## src/rtl/fbwd_pkg.sv

```systemverilog
// Package for the frame black/white detector: pixel and result beat types,
// register indexes and the reset values of the limits and extremes.
// Depends on nothing; every other file of the block imports it.
package fbwd_pkg;

    localparam int CHAN_W = 8;

    typedef logic [CHAN_W-1:0] t_chan;

    localparam t_chan BLACK_LIMIT_RESET = t_chan'(32);
    localparam t_chan WHITE_LIMIT_RESET = t_chan'(224);
    localparam t_chan CHAN_MAX          = t_chan'(255);
    localparam t_chan CHAN_MIN          = t_chan'(0);

    typedef logic [0:0] t_cfg_idx;

    localparam t_cfg_idx CFG_BLACK_LIMIT = 1'b0;
    localparam t_cfg_idx CFG_WHITE_LIMIT = 1'b1;

    typedef struct packed {
        t_chan blue;
        t_chan green;
        t_chan red;
        logic  frame_last;
    } t_pixel;

    typedef struct packed {
        logic frame_is_black;
        logic frame_is_white;
        logic black_began;
        logic black_ended;
        logic white_began;
        logic white_ended;
    } t_result;

    typedef struct packed {
        t_chan lo;
        t_chan hi;
    } t_extremes;

endpackage

```

## src/rtl/fbwd_pixel_if.sv

```systemverilog
// Pixel stream channel: valid/ready handshake carrying one pixel per beat.
// Depends on fbwd_pkg.
interface fbwd_pixel_if;
    import fbwd_pkg::*;

    logic   valid;
    logic   ready;
    t_pixel data;

    modport source (output valid, output data, input ready);
    modport sink (input valid, input data, output ready);
endinterface

```

## src/rtl/fbwd_result_if.sv

```systemverilog
// Result channel: valid/ready handshake carrying one frame verdict per beat.
// Depends on fbwd_pkg.
interface fbwd_result_if;
    import fbwd_pkg::*;

    logic    valid;
    logic    ready;
    t_result data;

    modport source (output valid, output data, input ready);
    modport sink (input valid, input data, output ready);
endinterface

```

## src/rtl/fbwd_track.sv

```systemverilog
// Running minimum and maximum of one colour channel over a frame.
// Depends on fbwd_pkg.
module fbwd_track (
    input  logic               i_clk,
    input  logic               i_rst_n,
    input  logic               i_step,
    input  logic               i_clear,
    input  fbwd_pkg::t_chan    i_value,
    output fbwd_pkg::t_extremes o_ext
);
    import fbwd_pkg::*;

    t_chan r_lo;
    t_chan r_hi;
    t_chan n_lo;
    t_chan n_hi;

    always_comb begin
        n_lo = (i_value < r_lo) ? i_value : r_lo;
        n_hi = (i_value > r_hi) ? i_value : r_hi;
    end

    assign o_ext.lo = n_lo;
    assign o_ext.hi = n_hi;

    always_ff @(posedge i_clk) begin
        if (!i_rst_n) begin
            r_lo <= CHAN_MAX;
            r_hi <= CHAN_MIN;
        end else if (i_step) begin
            if (i_clear) begin
                r_lo <= CHAN_MAX;
                r_hi <= CHAN_MIN;
            end else begin
                r_lo <= n_lo;
                r_hi <= n_hi;
            end
        end
    end

endmodule

```

## src/rtl/frame_black_white_detector_top.sv

```systemverilog
// Frame black/white detector top level: input register, three channel trackers
// and the result register. Depends on fbwd_pkg, fbwd_pixel_if, fbwd_result_if
// and fbwd_track.
// Throughput is one pixel per cycle, except that a frame's last pixel waits
// in the input register while the previous result is stalled. The input and
// result registers are the only stages; the result loads as the last pixel leaves.
// Reset clears the extremes, the previous-frame flags and both valid bits and
// loads the limits with 32 and 224.
module frame_black_white_detector_top (
    input  logic                i_clk,
    input  logic                i_rst_n,
    fbwd_pixel_if.sink          i_pix,
    fbwd_result_if.source       o_res,
    input  logic                i_cfg_we,
    input  fbwd_pkg::t_cfg_idx  i_cfg_idx,
    input  fbwd_pkg::t_chan     i_cfg_data
);
    import fbwd_pkg::*;

    t_chan     r_black_limit;
    t_chan     r_white_limit;
    logic      r_in_valid;
    t_pixel    r_in;
    logic      r_res_valid;
    t_result   r_res;
    logic      r_was_black;
    logic      r_was_white;

    logic      w_out_free;
    logic      w_consume;
    logic      w_load;
    logic      w_blk;
    logic      w_wht;
    t_extremes w_red;
    t_extremes w_green;
    t_extremes w_blue;
    t_result   n_res;

    always_ff @(posedge i_clk) begin
        if (!i_rst_n) begin
            r_black_limit <= BLACK_LIMIT_RESET;
            r_white_limit <= WHITE_LIMIT_RESET;
        end else if (i_cfg_we) begin
            unique case (i_cfg_idx)
                CFG_BLACK_LIMIT: r_black_limit <= i_cfg_data;
                CFG_WHITE_LIMIT: r_white_limit <= i_cfg_data;
                default: ;
            endcase
        end
    end

    assign w_out_free = !r_res_valid || o_res.ready;
    assign w_consume  = r_in_valid && (!r_in.frame_last || w_out_free);
    assign w_load     = w_consume && r_in.frame_last;
    assign i_pix.ready = !r_in_valid || w_consume;

    always_ff @(posedge i_clk) begin
        if (!i_rst_n) begin
            r_in_valid <= 1'b0;
        end else if (i_pix.ready) begin
            r_in_valid <= i_pix.valid;
        end
    end

    always_ff @(posedge i_clk) begin
        if (i_pix.ready && i_pix.valid) begin
            r_in <= i_pix.data;
        end
    end

    fbwd_track u_red (
        .i_clk   (i_clk),
        .i_rst_n (i_rst_n),
        .i_step  (w_consume),
        .i_clear (r_in.frame_last),
        .i_value (r_in.red),
        .o_ext   (w_red)
    );

    fbwd_track u_green (
        .i_clk   (i_clk),
        .i_rst_n (i_rst_n),
        .i_step  (w_consume),
        .i_clear (r_in.frame_last),
        .i_value (r_in.green),
        .o_ext   (w_green)
    );

    fbwd_track u_blue (
        .i_clk   (i_clk),
        .i_rst_n (i_rst_n),
        .i_step  (w_consume),
        .i_clear (r_in.frame_last),
        .i_value (r_in.blue),
        .o_ext   (w_blue)
    );

    always_comb begin
        w_blk = (w_red.hi < r_black_limit) && (w_green.hi < r_black_limit)
             && (w_blue.hi < r_black_limit);
        w_wht = (w_red.lo > r_white_limit) && (w_green.lo > r_white_limit)
             && (w_blue.lo > r_white_limit);
        n_res.frame_is_black = w_blk;
        n_res.frame_is_white = w_wht;
        n_res.black_began    = w_blk && !r_was_black;
        n_res.black_ended    = !w_blk && r_was_black;
        n_res.white_began    = w_wht && !r_was_white;
        n_res.white_ended    = !w_wht && r_was_white;
    end

    always_ff @(posedge i_clk) begin
        if (!i_rst_n) begin
            r_res_valid <= 1'b0;
            r_was_black <= 1'b0;
            r_was_white <= 1'b0;
        end else if (w_load) begin
            r_res_valid <= 1'b1;
            r_was_black <= w_blk;
            r_was_white <= w_wht;
        end else if (o_res.ready) begin
            r_res_valid <= 1'b0;
        end
    end

    always_ff @(posedge i_clk) begin
        if (w_load) begin
            r_res <= n_res;
        end
    end

    assign o_res.valid = r_res_valid;
    assign o_res.data  = r_res;

    a_load_gives_result: assert property (@(posedge i_clk) disable iff (!i_rst_n)
        w_load |=> r_res_valid)
        else $error("Last pixel consumed without a result being loaded.");

    a_flags_follow_result: assert property (@(posedge i_clk) disable iff (!i_rst_n)
        r_res_valid |-> (r_was_black == r_res.frame_is_black)
                     && (r_was_white == r_res.frame_is_white))
        else $error("Previous-frame flags disagree with the pending result.");

    a_black_edges: assert property (@(posedge i_clk) disable iff (!i_rst_n)
        r_res_valid |-> (!r_res.black_began || r_res.frame_is_black)
                     && (!r_res.black_ended || !r_res.frame_is_black))
        else $error("Black edge event contradicts the black flag.");

    a_white_edges: assert property (@(posedge i_clk) disable iff (!i_rst_n)
        r_res_valid |-> (!r_res.white_began || r_res.frame_is_white)
                     && (!r_res.white_ended || !r_res.frame_is_white))
        else $error("White edge event contradicts the white flag.");

    a_no_overwrite: assert property (@(posedge i_clk) disable iff (!i_rst_n)
        (r_res_valid && !o_res.ready) |-> !w_load)
        else $error("Stalled result overwritten.");

endmodule
```

## src/flat_wrapper.sv

```systemverilog
// flat-port wrapper written by rule: the top's interface ports become plain ports
module frame_black_white_detector_top_flat import fbwd_pkg::*;
  (i_clk, i_rst_n, i_cfg_we, i_cfg_idx, i_cfg_data, i_pix_valid, i_pix_data, i_pix_ready, o_res_valid, o_res_data, o_res_ready);
  fbwd_pixel_if i_pix_i ();
  fbwd_result_if o_res_i ();
  input  logic i_clk;
  input  logic i_rst_n;
  input  logic i_cfg_we;
  input  fbwd_pkg::t_cfg_idx i_cfg_idx;
  input  fbwd_pkg::t_chan i_cfg_data;
  input wire logic [$bits(i_pix_i.valid)-1:0] i_pix_valid;
  input wire logic [$bits(i_pix_i.data)-1:0] i_pix_data;
  output wire logic [$bits(i_pix_i.ready)-1:0] i_pix_ready;
  output wire logic [$bits(o_res_i.valid)-1:0] o_res_valid;
  output wire logic [$bits(o_res_i.data)-1:0] o_res_data;
  input wire logic [$bits(o_res_i.ready)-1:0] o_res_ready;
  assign i_pix_i.valid = i_pix_valid;
  assign i_pix_i.data = i_pix_data;
  assign i_pix_ready = i_pix_i.ready;
  assign o_res_valid = o_res_i.valid;
  assign o_res_data = o_res_i.data;
  assign o_res_i.ready = o_res_ready;
  frame_black_white_detector_top u_core (.i_clk(i_clk), .i_rst_n(i_rst_n), .i_pix(i_pix_i), .o_res(o_res_i), .i_cfg_we(i_cfg_we), .i_cfg_idx(i_cfg_idx), .i_cfg_data(i_cfg_data));
endmodule
```

## config.mk

```make
export PLATFORM = sky130hd
export DESIGN_NAME = frame_black_white_detector_top_flat
export DESIGN_NICKNAME = d
export VERILOG_FILES = /design/src/rtl/fbwd_pkg.sv /design/src/rtl/fbwd_pixel_if.sv /design/src/rtl/fbwd_result_if.sv /design/src/rtl/fbwd_track.sv /design/src/rtl/frame_black_white_detector_top.sv /design/src/flat_wrapper.sv
export SDC_FILE = /design/constraint.sdc
export NUM_CORES = 1
export LEC_CHECK = 0
export BUFFER_PORTS_ARGS = -buffer_cell sky130_fd_sc_hd__buf_2
export CAP_MARGIN = 25
export CORE_UTILIZATION = 38
export CTS_CLUSTER_SIZE = 25
export DETAILED_ROUTE_END_ITERATION = 10
export GPL_ROUTABILITY_DRIVEN = 0
export PLACE_DENSITY_LB_ADDON = 0.25
export SLEW_MARGIN = 30
export SYNTH_ARGS = -nofsm -noshare
export SYNTH_HDL_FRONTEND = slang
export SYNTH_SLANG_ARGS = --single-unit
```

## constraint.sdc

```tcl
create_clock -name i_clk -period 5.1 [get_ports i_clk]
set_clock_uncertainty 0.15 [all_clocks]
set_input_delay 0.255 -clock i_clk [delete_from_list [all_inputs] [get_ports i_clk]]
set_output_delay 0.255 -clock i_clk [all_outputs]
set_load 0.02 [all_outputs]
```

==> flow_metrics.tcl <==
set metrics [dict create \
    synth_area_mm2 0.00632 \
    die_w_um 131 \
    required_ns 5.06 \
    ff2ff_path_depth 13 \
    largest_reg_flops 25 \
    grt_pass1_wl_um 26100 \
    cts_buffers 9 \
    cp_top_family "compound AO/OA/AOI/OAI gates" \
    grt_pass1_vias 5177 \
    io_buffers 46 \
    switching_share_pct 29.6 \
    seqPwrFrac_pct 43.4 \
    synthTopCellsByCount "ha_1 (90), dfxtp_1 (68), inv_1 (67), nand2_1 (59), o211ai_1 (53)" \
    dr.pass1.iters 5 \
    grt_start_max_net_pins 53 \
    path_cells "ha_1, nor2b_4, o211ai_2, a21oi_2, o31ai_4, mux2_2, ha_1, a2111oi_0, o21ai_0, nor4bb_1, o211a_1, o2111ai_2, and2_1" \
    cts_setup_buffers 0 \
    cts_tree "built" \
    status "complete, no violations" \
    numClockSinks 99 \
    ys_warn_count 0 \
    finalSetupTns_ns 0 \
    crit_type "reg2reg" \
    leakage_nw 3.13 \
    period_share_pct 83.3 \
    synth-seq-cells 99 \
    syn-instance-count 684 \
    grt_setup_unrepaired "no" \
    power.density_mw_per_mm2 279 \
    path_clk_slew_ns 0.07 \
    cts_root_buf "clkbuf_16" \
    combPwrFrac_pct 22.5 \
    utilization_pct 45.6 \
    drt-initial-drc-count 361 \
    hold_path_class "in2reg" \
    slew_headroom_pct 37.7 \
    grt-ovfl-total 0 \
    cp_slowest_cell "edfxtp_1" \
    clkLatencyLatePin_ns 0.36 \
    synth_top_area_cell "dfxtp_1" \
    drv_cap 0 \
    tightest_slew_ns 0.935 \
    clockPowerShare_pct 34.1 \
    cts-resized-gates 0 \
    ioPinCount 47 \
    n_antenna_cell 0 \
    ant_nets 0 \
    drc 0 \
    period_needed_ns 4.25 \
    drive_above_1_share_pct 13.3 \
    die_h_um 131 \
    synthFlopType "dfxtp_1" \
    min_path_cells 3 \
    die_area_mm2 0.0172 \
    r2r_setup_slack_ns 0.85 \
    wire_per_inst_um 16.6 \
    yosys.area.top_type_share_pct 21.5 \
    rows 46 \
    clock_path_buffers 2 \
    grt_use_total_pct 20.1 \
    vias 5237 \
    synth_cell_types 47 \
    start_util_pct 39.4 \
    arrival_ns 4.21 \
    layout.nets 871 \
    cpPeakStageDelay_ns 0.45 \
    vias_per_cell 5.44 \
    coreArea_mm2 0.0161 \
    syn_nets 813 \
    worst-path-buf-inv 0 \
    synth_enable_flop_cells 31 \
    antenna_found_initial 0 \
    synth.area.top_cells "dfxtp_1 (22%), ha_1 (18%), edfxtp_1 (15%)" \
    regMostFlops "u_core.r_in" \
    place.detailed.hpwl_um 11800 \
    p_switching_w 0.000605 \
    hold_viol_final 0 \
    syn_to_final_growth_pct 16.0 \
    path_common_cell "ha_1" \
    cp-end-kind "flip-flop" \
    seq_area_frac_synth_pct 36.3 \
    worstPathMaxFanout 10 \
    cp-start-kind "flip-flop" \
    clock.fmax_mhz 235 \
    synth.most_common_cell "ha_1" \
    syn-mean-instance-area_um2 9.24 \
    async_flop_share_pct 0 \
    slew_viol_final 0 \
    max-vdd-ir-drop_v 0.000176 \
    finalWirelength_um 16000 \
    critical_path_depth 13 \
    setup_viol 0 \
    h-tree-depth 3 \
    p_int_w 0.00144 \
]
## metal layers
metal	GRT usage [%]	share of wire [%]	wire length (µm)	vias up
met5	0	0	0	-
met4	6.69	1.8	280	0
met3	3.22	3.4	538	20
met2	35.0	48	7610	102
met1	25.4	47	7550	2516
li1	-	-	-	2599
## worst paths after layout
kind | startpoint | end
max | u_core.r_in[18]$_DFFE_PP_ | u_core.o_res.data[2]$_DFFE_PP_
min | i_cfg_data[0] | u_core.r_black_limit[0]$_SDFFE_PN0P_
max reg2reg | u_core.r_in[18]$_DFFE_PP_ | u_core.o_res.data[2]$_DFFE_PP_
min reg2reg | u_core.r_was_black$_SDFFE_PN0P_ | u_core.r_was_black$_SDFFE_PN0P_
## area by class of cell
| cell class | count | area [µm²] |
|---|---|---|
| Fill cell | 1528 | 8730 |
| Inverter | 67 | 251 |
| Timing Repair Buffer | 79 | 563 |
| Clock inverter | 3 | 20.0 |
| Tap cell | 216 | 270 |
| Multi-Input combinational cell | 486 | 3650 |
| Sequential cell | 99 | 2290 |
| Clock buffer | 13 | 282 |
## power by group through the flow
stage	Sequential [W]	Combinational [W]	Clock, W
2_1_floorplan	0.000894	0.000328	0
3_3_place_gp	0.000903	0.000418	0
3_5_place_dp	0.000904	0.000441	0
4_1_cts	0.000886	0.000460	0.000717
5_1_grt	0.000891	0.000518	0.000747
6_report	0.000887	0.000459	0.000697
## worst min-delay path, cell delays in order
cell and delay [ns]:
buf_2 0.10, nand2_1 0.05, a21boi_0 0.06
## logic make-up (layout without fill, tap and decap cells)
| kind of cell | Yosys count | after routing | synth area share [%] |
|---|---|---|---|
| AO/OA/AOI/OAI | 215 | 215 | 22.8 |
| adder cells (fa/ha/maj) | 90 | 90 | 17.8 |
| buffers and inverters | 99 | 162 | 6.22 |
| flip-flops | 99 | 99 | 36.3 |
| multiplexers | 22 | 22 | 4.32 |
| AND/OR/NAND/NOR | 159 | 159 | 12.6 |
## through the flow
step	cell area (µm²)	setup WS [ns]	total power, W	cells	hold WS [ns]
floorplan	6320	1.34	0.00122	684	0.204
global placement	6740	1.07	0.00132	920	0.281
detailed placement	6770	0.903	0.00134	921	0.283
CTS	7330	0.854	0.00206	963	0.000848
global route	7330	0.524	0.00216	963	0.00964
finish	7330	0.853	0.00204	963	0.0125
## placed cells by master, fill, tap and decap left out, types with 7 or more instances in the layout
cell / instances
nand2b_1: 7
a21o_1: 12
a21boi_0: 14
o21a_1: 12
o21ai_0: 52
buf_2: 46
nor2b_1: 27
nand4_1: 13
dfxtp_1: 68
nor2_1: 15
clkbuf_16: 10
a21oi_1: 23
a22oi_1: 15
o21ai_1: 10
o211ai_1: 53
nand3_1: 17
dlygate4sd3_1: 26
mux2_4: 7
nand2_1: 59
inv_1: 67
mux2_2: 14
edfxtp_1: 31
ha_1: 90
## timing repair
action,in CTS,in global routing
hold endpoints to repair,26,0
endpoints found under the setup margin,0,0
hold buffers,26,0
Power figures use the tool's default switching activity.
